===== src/hw/rtl/hckc_pkg.sv =====
package hckc_pkg;

  // field widths
  localparam int unsigned PIX_W  = 8;
  localparam int unsigned HUE_W  = 9;
  localparam int unsigned PCT_W  = 7;
  localparam int unsigned CFG_W  = 9;
  localparam int unsigned IDX_W  = 3;

  // quotient steps per divider (hue < 360 and saturation <= 100 both fit)
  localparam int unsigned DIV_Q  = 9;
  // hue numerator: below 360 * 255
  localparam int unsigned NUM_W  = 17;
  // saturation numerator: 100 * d
  localparam int unsigned SDV_W  = 15;

  // pipeline: front, numerator, divider steps, output
  localparam int unsigned NSTG   = DIV_Q + 3;

  // register indexes
  localparam logic [IDX_W-1:0] REG_HUE_CENTER    = 3'd0;
  localparam logic [IDX_W-1:0] REG_HUE_HALFWIDTH = 3'd1;
  localparam logic [IDX_W-1:0] REG_SAT_CENTER    = 3'd2;
  localparam logic [IDX_W-1:0] REG_SAT_HALFWIDTH = 3'd3;
  localparam logic [IDX_W-1:0] REG_VAL_CENTER    = 3'd4;
  localparam logic [IDX_W-1:0] REG_VAL_HALFWIDTH = 3'd5;

  // register reset values
  localparam logic [HUE_W-1:0] HUE_CENTER_RST    = 9'd120;
  localparam logic [HUE_W-1:0] HUE_HALFWIDTH_RST = 9'd30;
  localparam logic [PCT_W-1:0] SAT_CENTER_RST    = 7'd50;
  localparam logic [PCT_W-1:0] SAT_HALFWIDTH_RST = 7'd20;
  localparam logic [PCT_W-1:0] VAL_CENTER_RST    = 7'd50;
  localparam logic [PCT_W-1:0] VAL_HALFWIDTH_RST = 7'd20;

  // hue sector offsets and slope
  localparam logic [NUM_W-1:0] HUE_SLOPE  = 17'd60;
  localparam logic [NUM_W-1:0] OFS_GREEN  = 17'd120;
  localparam logic [NUM_W-1:0] OFS_BLUE   = 17'd240;
  localparam logic [NUM_W-1:0] OFS_WRAP   = 17'd360;

  // floor(100 * mx / 255) as (mx * ceil(100 * 2^23 / 255)) >> 23
  localparam int unsigned      VAL_SHIFT  = 23;
  localparam int unsigned      VAL_PROD_W = 30;
  localparam logic [VAL_PROD_W-1:0] VAL_RECIP = 30'd3289651;

  localparam logic [PCT_W-1:0] PCT_MAX    = 7'd99;

  // value thresholds on the maximum channel
  localparam logic [PIX_W-1:0] MX_HALF    = 8'd128;  // mx/255 > 0.5
  localparam logic [PIX_W-1:0] MX_BRIGHT  = 8'd204;  // mx/255 > 0.8 when mx above this
  localparam logic [PIX_W-1:0] MX_DIM     = 8'd38;   // mx/255 > 0.15 when mx above this

  typedef enum logic [1:0] {
    MAX_RED,
    MAX_GREEN,
    MAX_BLUE
  } max_sel_t;

  // per-pixel flags that ride beside the dividers
  typedef struct packed {
    logic             hue_zero;
    logic             sat_low;     // saturation <= 0.65
    logic             sat_high;    // saturation > 0.7
    logic             val_half;    // value > 0.5
    logic             val_bright;  // value > 0.8
    logic             val_dim_ok;  // value > 0.15
    logic [PCT_W-1:0] val_pct;
  } side_t;

endpackage


===== src/hw/rtl/hckc_div.sv =====
module hckc_div #(
  parameter int unsigned DW = 17,
  parameter int unsigned VW = 8,
  parameter int unsigned QW = 9
) (
  input  logic          clk,
  input  logic [QW-1:0] en,
  input  logic [DW-1:0] dividend,
  input  logic [VW-1:0] divisor,
  output logic [QW-1:0] quotient
);

  localparam int unsigned CW = (DW > VW + QW) ? DW : VW + QW;

  logic [DW-1:0] rem [QW];
  logic [VW-1:0] dvs [QW];
  logic [QW-1:0] quo [QW];

  // one restoring quotient bit per stage, msb first
  for (genvar j = 0; j < QW; j++) begin : g_step
    logic [DW-1:0] rem_in;
    logic [VW-1:0] dvs_in;
    logic [QW-1:0] quo_in;
    logic [CW-1:0] trial;
    logic          fit;

    if (j == 0) begin : g_first
      assign rem_in = dividend;
      assign dvs_in = divisor;
      assign quo_in = '0;
    end else begin : g_next
      assign rem_in = rem[j-1];
      assign dvs_in = dvs[j-1];
      assign quo_in = quo[j-1];
    end

    assign trial = CW'(dvs_in) << (QW - 1 - j);
    assign fit   = CW'(rem_in) >= trial;

    always_ff @(posedge clk) begin
      if (en[j]) begin
        rem[j] <= fit ? DW'(CW'(rem_in) - trial) : rem_in;
        dvs[j] <= dvs_in;
        quo[j] <= quo_in | (fit ? (QW'(1) << (QW - 1 - j)) : QW'(0));
      end
    end
  end

  assign quotient = quo[QW-1];

endmodule


===== src/hw/rtl/hsv_chroma_key_classifier.sv =====
// RGB to HSV chroma keyer: takes one pixel per clock while the output is not
// stalled and returns floored hue in degrees, saturation and value percent
// (clamped at 99) and a background flag judged against the configured hue,
// saturation and value bands. The sustained rate is one pixel per cycle without
// output back-pressure; most of the depth comes from the two 9-stage restoring
// dividers (hue and saturation) that run side by side, one quotient bit per
// stage. Each stage holds its beat when the one after it is full, so bubbles close up under
// output back-pressure. Registers are written through the cfg port, which is
// always ready; write them only while no pixel is in flight. Writes to index 6
// or above are dropped.
module hsv_chroma_key_classifier (
  input  logic                             clk,
  input  logic                             rst,
  // pixel in
  input  logic                             in_valid,
  output logic                             in_ready,
  input  logic [hckc_pkg::PIX_W-1:0]       red,
  input  logic [hckc_pkg::PIX_W-1:0]       green,
  input  logic [hckc_pkg::PIX_W-1:0]       blue,
  // classification out
  output logic                             out_valid,
  input  logic                             out_ready,
  output logic                             is_background,
  output logic [hckc_pkg::HUE_W-1:0]       hue_deg,
  output logic [hckc_pkg::PCT_W-1:0]       sat_pct,
  output logic [hckc_pkg::PCT_W-1:0]       val_pct,
  // register writes
  input  logic                             cfg_valid,
  output logic                             cfg_ready,
  input  logic [hckc_pkg::IDX_W-1:0]       cfg_index,
  input  logic [hckc_pkg::CFG_W-1:0]       cfg_data
);

  localparam int unsigned NS = hckc_pkg::NSTG;
  localparam int unsigned DQ = hckc_pkg::DIV_Q;

  // configuration registers
  logic [hckc_pkg::HUE_W-1:0] hue_center;
  logic [hckc_pkg::HUE_W-1:0] hue_halfwidth;
  logic [hckc_pkg::PCT_W-1:0] sat_center;
  logic [hckc_pkg::PCT_W-1:0] sat_halfwidth;
  logic [hckc_pkg::PCT_W-1:0] val_center;
  logic [hckc_pkg::PCT_W-1:0] val_halfwidth;

  assign cfg_ready = 1'b1;

  always_ff @(posedge clk) begin
    if (rst) begin
      hue_center    <= hckc_pkg::HUE_CENTER_RST;
      hue_halfwidth <= hckc_pkg::HUE_HALFWIDTH_RST;
      sat_center    <= hckc_pkg::SAT_CENTER_RST;
      sat_halfwidth <= hckc_pkg::SAT_HALFWIDTH_RST;
      val_center    <= hckc_pkg::VAL_CENTER_RST;
      val_halfwidth <= hckc_pkg::VAL_HALFWIDTH_RST;
    end else if (cfg_valid && cfg_ready) begin
      case (cfg_index)
        hckc_pkg::REG_HUE_CENTER:    hue_center    <= cfg_data;
        hckc_pkg::REG_HUE_HALFWIDTH: hue_halfwidth <= cfg_data;
        hckc_pkg::REG_SAT_CENTER:    sat_center    <= cfg_data[hckc_pkg::PCT_W-1:0];
        hckc_pkg::REG_SAT_HALFWIDTH: sat_halfwidth <= cfg_data[hckc_pkg::PCT_W-1:0];
        hckc_pkg::REG_VAL_CENTER:    val_center    <= cfg_data[hckc_pkg::PCT_W-1:0];
        hckc_pkg::REG_VAL_HALFWIDTH: val_halfwidth <= cfg_data[hckc_pkg::PCT_W-1:0];
        default: ;
      endcase
    end
  end

  // stage valids and per-stage load enables
  logic [NS-1:0] v;
  logic [NS-1:0] en;

  always_comb begin
    en[NS-1] = !v[NS-1] || out_ready;
    for (int i = NS - 2; i >= 0; i--) begin
      en[i] = !v[i] || en[i+1];
    end
  end

  assign in_ready = en[0];

  always_ff @(posedge clk) begin
    if (rst) begin
      v <= '0;
    end else begin
      if (en[0]) begin
        v[0] <= in_valid;
      end
      for (int i = 1; i < NS; i++) begin
        if (en[i]) begin
          v[i] <= v[i-1];
        end
      end
    end
  end

  // stage 0: max, min, spread and the sector difference
  logic [hckc_pkg::PIX_W-1:0] mx_c, mn_c;
  hckc_pkg::max_sel_t         sel_c;
  logic signed [hckc_pkg::PIX_W:0] diff_c;

  always_comb begin
    mx_c = red;
    mn_c = red;
    if (green > mx_c) mx_c = green;
    if (blue > mx_c)  mx_c = blue;
    if (green < mn_c) mn_c = green;
    if (blue < mn_c)  mn_c = blue;
    if (mx_c == red) begin
      sel_c  = hckc_pkg::MAX_RED;
      diff_c = $signed({1'b0, green}) - $signed({1'b0, blue});
    end else if (mx_c == green) begin
      sel_c  = hckc_pkg::MAX_GREEN;
      diff_c = $signed({1'b0, blue}) - $signed({1'b0, red});
    end else begin
      sel_c  = hckc_pkg::MAX_BLUE;
      diff_c = $signed({1'b0, red}) - $signed({1'b0, green});
    end
  end

  logic [hckc_pkg::PIX_W-1:0]      s0_mx, s0_d;
  hckc_pkg::max_sel_t              s0_sel;
  logic signed [hckc_pkg::PIX_W:0] s0_diff;

  always_ff @(posedge clk) begin
    if (en[0]) begin
      s0_mx   <= mx_c;
      s0_d    <= mx_c - mn_c;
      s0_sel  <= sel_c;
      s0_diff <= diff_c;
    end
  end

  // stage 1: hue numerator, divider operands and threshold flags
  logic [hckc_pkg::NUM_W-1:0]        ofs_c;
  logic signed [hckc_pkg::NUM_W+1:0] num_full_c;
  logic [hckc_pkg::NUM_W-1:0]        num_c;
  logic [hckc_pkg::VAL_PROD_W-1:0]   vprod_c;
  logic [hckc_pkg::PCT_W:0]          vraw_c;
  logic [12:0]                       d20_c, d10_c, mx13_c, mx7_c;
  hckc_pkg::side_t                   side_c;

  always_comb begin
    case (s0_sel)
      hckc_pkg::MAX_RED:
        ofs_c = s0_diff[hckc_pkg::PIX_W] ? hckc_pkg::NUM_W'(s0_d) * hckc_pkg::OFS_WRAP : '0;
      hckc_pkg::MAX_GREEN: ofs_c = hckc_pkg::NUM_W'(s0_d) * hckc_pkg::OFS_GREEN;
      hckc_pkg::MAX_BLUE:  ofs_c = hckc_pkg::NUM_W'(s0_d) * hckc_pkg::OFS_BLUE;
      default:             ofs_c = '0;
    endcase
    num_full_c = (hckc_pkg::NUM_W + 2)'(s0_diff) *
                 $signed({2'b00, hckc_pkg::HUE_SLOPE}) + $signed({2'b00, ofs_c});
    num_c  = num_full_c[hckc_pkg::NUM_W-1:0];

    vprod_c = hckc_pkg::VAL_PROD_W'(s0_mx) * hckc_pkg::VAL_RECIP;
    vraw_c  = vprod_c[hckc_pkg::VAL_SHIFT +: hckc_pkg::PCT_W + 1];

    d20_c  = 13'(s0_d) * 13'd20;
    d10_c  = 13'(s0_d) * 13'd10;
    mx13_c = 13'(s0_mx) * 13'd13;
    mx7_c  = 13'(s0_mx) * 13'd7;

    side_c.hue_zero   = (num_c == '0);
    side_c.sat_low    = d20_c <= mx13_c;
    side_c.sat_high   = d10_c > mx7_c;
    side_c.val_half   = s0_mx >= hckc_pkg::MX_HALF;
    side_c.val_bright = s0_mx > hckc_pkg::MX_BRIGHT;
    side_c.val_dim_ok = s0_mx > hckc_pkg::MX_DIM;
    side_c.val_pct    = (vraw_c > (hckc_pkg::PCT_W + 1)'(hckc_pkg::PCT_MAX)) ?
                        hckc_pkg::PCT_MAX : vraw_c[hckc_pkg::PCT_W-1:0];
  end

  logic [hckc_pkg::NUM_W-1:0] s1_num;
  logic [hckc_pkg::PIX_W-1:0] s1_hdiv;
  logic [hckc_pkg::SDV_W-1:0] s1_sdvd;
  logic [hckc_pkg::PIX_W-1:0] s1_sdiv;
  hckc_pkg::side_t            s1_side;

  // a zero divisor only meets a zero dividend, so divide by one instead
  always_ff @(posedge clk) begin
    if (en[1]) begin
      s1_num  <= num_c;
      s1_hdiv <= (s0_d == '0) ? hckc_pkg::PIX_W'(1) : s0_d;
      s1_sdvd <= hckc_pkg::SDV_W'(s0_d) * hckc_pkg::SDV_W'(100);
      s1_sdiv <= (s0_mx == '0) ? hckc_pkg::PIX_W'(1) : s0_mx;
      s1_side <= side_c;
    end
  end

  // stages 2 .. DQ+1: hue and saturation quotients
  logic [DQ-1:0] hue_q, sat_q;

  hckc_div #(
    .DW (hckc_pkg::NUM_W),
    .VW (hckc_pkg::PIX_W),
    .QW (DQ)
  ) u_hue_div (
    .clk      (clk),
    .en       (en[DQ+1:2]),
    .dividend (s1_num),
    .divisor  (s1_hdiv),
    .quotient (hue_q)
  );

  hckc_div #(
    .DW (hckc_pkg::SDV_W),
    .VW (hckc_pkg::PIX_W),
    .QW (DQ)
  ) u_sat_div (
    .clk      (clk),
    .en       (en[DQ+1:2]),
    .dividend (s1_sdvd),
    .divisor  (s1_sdiv),
    .quotient (sat_q)
  );

  // flags travel beside the dividers
  hckc_pkg::side_t side_pipe [DQ];

  always_ff @(posedge clk) begin
    if (en[2]) begin
      side_pipe[0] <= s1_side;
    end
    for (int j = 1; j < DQ; j++) begin
      if (en[j+2]) begin
        side_pipe[j] <= side_pipe[j-1];
      end
    end
  end

  // output stage: band tests and keying rules
  logic [hckc_pkg::HUE_W-1:0]          hue_c;
  logic [hckc_pkg::PCT_W-1:0]          sat_c;
  logic signed [hckc_pkg::HUE_W+1:0]   hue_lo, hue_hi, hue_s;
  logic signed [hckc_pkg::PCT_W:0]     sat_fl, val_fl, sat_s, val_s;
  logic                                in_band, rule1, rule2, rule3;
  hckc_pkg::side_t                     sd;

  always_comb begin
    sd     = side_pipe[DQ-1];
    hue_c  = hue_q[hckc_pkg::HUE_W-1:0];
    sat_c  = (sat_q > DQ'(hckc_pkg::PCT_MAX)) ? hckc_pkg::PCT_MAX : sat_q[hckc_pkg::PCT_W-1:0];

    hue_lo = $signed({2'b00, hue_center}) - $signed({2'b00, hue_halfwidth});
    hue_hi = $signed({2'b00, hue_center}) + $signed({2'b00, hue_halfwidth});
    hue_s  = $signed({2'b00, hue_c});
    sat_fl = $signed({1'b0, sat_center}) - $signed({1'b0, sat_halfwidth});
    val_fl = $signed({1'b0, val_center}) - $signed({1'b0, val_halfwidth});
    sat_s  = $signed({1'b0, sat_c});
    val_s  = $signed({1'b0, sd.val_pct});

    in_band = (hue_s >= hue_lo) && (hue_s <= hue_hi);
    rule1   = in_band && (sat_s >= sat_fl) && (sd.val_half || (val_s >= val_fl));
    rule2   = (sd.hue_zero || in_band) && sd.sat_low && sd.val_bright;
    rule3   = in_band && sd.sat_high && sd.val_dim_ok;
  end

  always_ff @(posedge clk) begin
    if (en[NS-1]) begin
      is_background <= rule1 || rule2 || rule3;
      hue_deg       <= hue_c;
      sat_pct       <= sat_c;
      val_pct       <= sd.val_pct;
    end
  end

  assign out_valid = v[NS-1];

endmodule


===== config.mk =====
export PLATFORM = sky130hd
export DESIGN_NAME = hsv_chroma_key_classifier
export DESIGN_NICKNAME = d
export VERILOG_FILES = /design/src/hw/rtl/hckc_pkg.sv /design/src/hw/rtl/hckc_div.sv /design/src/hw/rtl/hsv_chroma_key_classifier.sv
export SDC_FILE = /design/constraint.sdc
export NUM_CORES = 2
export LEC_CHECK = 0
export ABC_AREA = 1
export BUFFER_PORTS_ARGS = -buffer_cell sky130_fd_sc_hd__buf_2
export CAP_MARGIN = 5
export CORE_MARGIN = 2
export CORE_UTILIZATION = 55
export DETAILED_ROUTE_END_ITERATION = 10
export GPL_TIMING_DRIVEN = 0
export PLACE_DENSITY = 0.75
export SLEW_MARGIN = 20
export SYNTH_ARGS = -nofsm -noshare
export SYNTH_HDL_FRONTEND = slang
export SYNTH_SLANG_ARGS = --single-unit

===== constraint.sdc =====
create_clock -name clk -period 16.3 [get_ports clk]
set_input_delay 1.63 -clock clk [delete_from_list [all_inputs] [get_ports clk]]
set_output_delay 1.63 -clock clk [all_outputs]
set_load 0.01 [all_outputs]

After elaboration in Yosys (flattened, before gate mapping)
Memory sizes are Yosys's and may differ from the RTL's.
Index checks and enable logic that the tools add are counted.

storage, ports and cells
  bits in registers = 168
  output and inout port bits = 27
  memories kept = 7
  input bits = 41
  RAM bits = 711
  logic and storage cells = 248

operators by class
  order comparisons = 32
  multiply operators = 10
  multiplexer cells = 64
  bitwise logic cells = 16
  reductions and logical operators = 46
  equal/unequal tests = 9
  $add $sub $neg = 27

memories
  name           words  bits a word  rd ports  clocked after memory_dff  write ports  line                              text
  u_hue_div.rem  9      17           8         0                         9            hckc_div.sv:15                    logic [DW-1:0] rem [QW];
  u_sat_div.rem  9      15           8         0                         9            hckc_div.sv:15
  side_pipe      9      13           9         0                         9            hsv_chroma_key_classifier.sv:217  hckc_pkg::side_t side_pipe [DQ];
  u_hue_div.quo  9      9            9         0                         9            hckc_div.sv:17                    logic [QW-1:0] quo [QW];
  u_sat_div.quo  9      9            9         0                         9            hckc_div.sv:17
  u_hue_div.dvs  9      8            8         0                         9            hckc_div.sv:16                    logic [VW-1:0] dvs [QW];
  +1 memories    --     --           --        --                        --           --

operator list
  cell                   count
  $mux 17                10
  $or 9x9->9             16
  $mux 15                9
  $pmux 17 s3            1
  $mux 8                 6
  $mul 8x4->12 const B   3
  $mux 9                 4
  $mul 8x3->11 const B   3
  $mul 8x22->30 const B  1
  $sub 15x15->15         2
  $sub 8x8->9            3
  $mux 7                 3
  $mux 1                 20
  $add 16x17->17         1
  $ge 17x10->1           1
  $ge 17x11->1           1
  $ge 17x12->1           1
  $ge 17x13->1           1
  $ge 17x14->1           1
  $ge 17x15->1           1
  $ge 17x16->1           1
  $ge 17x8->1            1
  $ge 17x9->1            1
  $logic_not 17->1       1
  other kinds (61)       112

Logic depth before layout (Yosys ltp)
  word-level depth = 13
  mapped depth = 38

Cells and area by module
A second synthesis with hierarchy kept.

second synthesis, totals
  cells, all modules = 5,102
  area total of the unflattened synthesis = 47,489.3 um^2

modules (own cells, without submodules)
  module                     times used  cells an instance  area each (um^2)
  hsv_chroma_key_classifier  1           2,201              20,920.1
  hckc_div at u_hue_div      1           1,522              13,725.7
  hckc_div at u_sat_div      1           1,379              12,843.6

Worst setup path after synthesis
OpenSTA, ideal clock, no wires.

  path kind = input to output
  start = input port out_ready
  end = output port in_ready
  slack = 4.513 ns
  data arrival time = 10.157 ns
  buffers on the path = 0
  required time = 14.670 ns
  cell stages on the path = 14
  path through = nor2_1 inv_1 nor2_1 inv_1 nor2_2 nand2_1 nor2_1 nand2_1 nor2_2 nand2_1 nor2_2 nand2_1 nor2_2 nand2_1

between the ends
  longest elaborated chain between the ends = 12

ends and longest elaborated chain
  element                         line                             text
  start: declaration              hsv_chroma_key_classifier.sv:22  input logic out_ready,
  $logic_or 1x1->1                hsv_chroma_key_classifier.sv:73  en[NS-1] = !v[NS-1] || out_ready;
  named net en[11]                hsv_chroma_key_classifier.sv:70  logic [NS-1:0] en;
  $logic_or 1x1->1                hsv_chroma_key_classifier.sv:75  en[i] = !v[i] || en[i+1];
  named net en[10]                hsv_chroma_key_classifier.sv:70
  $logic_or 1x1->1 (2 in series)  hsv_chroma_key_classifier.sv:75
  named net en[8]                 hsv_chroma_key_classifier.sv:70
  $logic_or 1x1->1 (2 in series)  hsv_chroma_key_classifier.sv:75
  named net en[6]                 hsv_chroma_key_classifier.sv:70
  $logic_or 1x1->1 (2 in series)  hsv_chroma_key_classifier.sv:75
  named net en[4]                 hsv_chroma_key_classifier.sv:70
  $logic_or 1x1->1 (2 in series)  hsv_chroma_key_classifier.sv:75
  named net en[2]                 hsv_chroma_key_classifier.sv:70
  $logic_or 1x1->1 (2 in series)  hsv_chroma_key_classifier.sv:75
  end: declaration                hsv_chroma_key_classifier.sv:16  output logic in_ready,

The timed path passes the listed nets, and every way through them passes these cells.

Worst setup path after layout
Same ends and word-level chain as after synthesis.

==> results.md <==
- Result of the run: completed
- Clock Latency Late Sink: 0.63 ns
- Count of pins over their slew limit: 0
- Worst Setup Path Type: input port to output port
- Placer Congestion: about 0.90
- Average via count per standard cell: approximately 5.2
- GRT met2 Usage: 0.380
- Flop and latch count out of synthesis: 727
- Worst-path clk slew: around 0.06 ns
- P&R area growth vs syn: 10.2%
- Endpoint of the lowest-slack register-to-register path: s1_side[12]
- I/O pin total: 68
- Setup violations, final: 0
- Reg-to-Reg Start: s0_d[2]
- Distinct cells, synth: between 60 and 70
- Crit end category: output port
- Via count of the first global-routing pass: approximately 28000
- Number of buffers created by CTS: 77
- Post-CTS Repair Setup Buffers: 0
- Final routed wire length divided by cell count: ~15 um
- TritonCTS sink count: slightly above 700
- Crit path max fanout: 61
- Capturing instance or port of the critical path: in_ready
- WP data required: 14.67 ns
- Type of the tightest min-delay check: register to register
- Synthesized Nets: about 4700
- Site Rows: just over 100
- Max-cap violations: 0
- First-pass GRT wire length: ~130 mm
- Core area: approximately 77000 um^2
- Non-filler cells, final: between 5000 and 6000
- Initial Utilization: 0.554
- Overall routed net length: 78.3 mm
- Fin nets: 4858
- WP data arrival: 6.34 ns
- Transition time at the pin with the least slew margin: approximately 1.0 ns
- Die Footprint: between 70000 and 80000 um^2
- Dominant register cell in the synthesized netlist: edfxtp_1
- Cells on Worst Hold Path: 0
- Deepest level of the CTS H-tree: 3
- # fillers: approximately 6000
- DRT Pass-1 Iters: 8
- Total half-perimeter wirelength after legalization and detailed placement: approximately 60 mm
- Number of enable flip-flop cells after synthesis: roughly 670
- Inst Count DP: around 5200
- CTS tree: yes
- Crit path time final: 7.97 ns
- Global-route usage over all layers: 0.200
- Worst reg-to-reg setup slack: between 10 and 15 ns
- M1 GR Usage: 0.228
- Worst setup startpoint: out_ready
- Skew final: ~0.026 ns
- Total vias in the final route: between 20000 and 30000
- GR Overflow Total: 0
- Asr flop ratio synth: 0
- Unrepaired setup endpoints after global routing: false
- Share of final-layout standard cells stronger than drive strength 1: 0.0604
- CTS hold repair buffers: 0
- Achievable frequency: 125 MHz
- Number of warnings issued by yosys: 0
- Post-synthesis sequential area ratio: 0.498
- Startpoint class of the critical path: input port
- Count of instances resized after the clock tree is built: 0
- Highest-count cells in the layout ignoring fill and taps: 677 x inv_1, 669 x edfxtp_1, 594 x nand2_1, 460 x ha_1, 298 x a21oi_1
- Final-layout setup total negative slack: 0 ns
- Number of antenna violations at the first check in global routing: 1
- Number of DRC markers in iteration 0: around 1400
- Mean Syn Cell Area: 10.4 um^2
- Final critical-path share of the clock period: 0.489
- Most frequent standard cell in the layout excluding fill and tap cells: inv_1
- Die Span X: 283 um
- Cell count of the worst reg-to-reg path: 23
- Met3 Resource Use GR: 0.0265
- CTS root buffer: clkbuf_16
- Final hold viol count: 0
- Maximum number of pins on one net before global-route repair: 64
- Routing layer with the top usage in global route: met2
- CTS max path bufs: 3
- DRC violations left: 0
- Vertical die dimension: 283 um
- Total of buffers placed on input and output ports: between 60 and 70
- Worst slew slack as a fraction of its limit: 0.300
- Cells after synthesis: just over 4000
- ANT nets after route: 0
- Synth Cell Area: about 43000 um^2
how the worst min path moves through the flow:
| stage | start | endpoint |
|---|---|---|
| global placement | side_pipe[0][51] | side_pipe[0][64] |
| finish | u_sat_div.quo[7][4] | u_sat_div.quo[8][4] |
| global route | side_pipe[0][81] | side_pipe[0][94] |
| CTS | side_pipe[0][73] | side_pipe[0][86] |
| detailed placement | s1_side[0] | side_pipe[0][0] |
| floorplan | s1_side[0] | side_pipe[0][0] |
critical path, stage by stage:
cell	delay, ns
buf_2	0.09
nor2_1	0.09
inv_1	0.44
nor2_1	0.29
inv_2	0.32
nor2_2	0.34
nand2_4	0.20
nor2_1	0.40
nand2_4	0.22
nor2_2	0.29
nand2_4	0.16
nor2_2	0.23
nand2_4	0.43
nor2_2	0.34
nand2_2	0.48
buf_2	0.34
logic make-up (layout without fill, tap and decap cells):
group | after synthesis | after routing | share of synthesized area
AO/OA/AOI/OAI | 690 | 690 | 0.0898
XOR/XNOR | 244 | 244 | 0.0501
adder cells (fa/ha/maj) | 556 | 556 | 0.180
buffers and inverters | 720 | 935 | 0.0641
flip-flops | 727 | 727 | 0.498
other | 1 | 2 | 0.0000879
AND/OR/NAND/NOR | 1170 | 1170 | 0.118
metal layers:
layer,vias up,share of wire
li1,14300,-
met3,169,0.039
met1,13100,0.41
met2,529,0.52
met5,-,0
met4,0,0.030
synth_stat cells, drive strengths merged (19+ instances only):
cell / instances / share of area
xor2: 153 / 0.031
ha: 460 / 0.13
nand3: 138 / 0.017
fa: 96 / 0.045
nand2: 621 / 0.056
nor2: 279 / 0.026
o21ai: 258 / 0.030
edfxtp: 669 / 0.47
inv: 687 / 0.060
o21bai: 19 / 0.0033
nor3: 34 / 0.0041
a21oi: 299 / 0.035
xnor2: 91 / 0.019
nand4: 50 / 0.0073
clkbuf: 24 / 0.0021
dfxtp: 58 / 0.027
final cells by class:
cell class | count | area (um^2) | area share
clock inverters | 41 | 404 | 0.00859
well taps | 1040 | 1300 | 0.0277
multi-input cells | 2661 | 18700 | 0.398
repair buffers | 74 | 536 | 0.0114
inverters | 689 | 2590 | 0.0552
clock buffers | 100 | 2060 | 0.0439
plain buffers | 31 | 150 | 0.00319
flip-flops and latches | 727 | 21300 | 0.452
diodes | 1 | 2.50 | 0.0000532
through the flow:
step           hold slack (ns)  area (um^2)  setup slack (ns)   util
2_1_floorplan            0.400        42700              4.51      -
3_3_place_gp             0.401        44300              1.28  0.575
3_5_place_dp             0.405        44600              8.20  0.578
4_1_cts                  0.404        47000              8.12  0.610
5_1_grt                  0.403        47000              7.76  0.610
6_report                 0.405        47000              8.33  0.610
sequential cells by signal (all words and copies together) (netlist names), 12 cells and up:
register	count
s1_num	15
s1_sdvd	13
s1_side	13
side_pipe	117
u_hue_div.dvs	64
u_hue_div.quo	45
u_hue_div.rem	121
u_sat_div.dvs	64
u_sat_div.quo	45
u_sat_div.rem	105
v	12
Power is not shown: default switching activity piles up to over one toggle a cycle in this logic, so the estimate is an artifact.
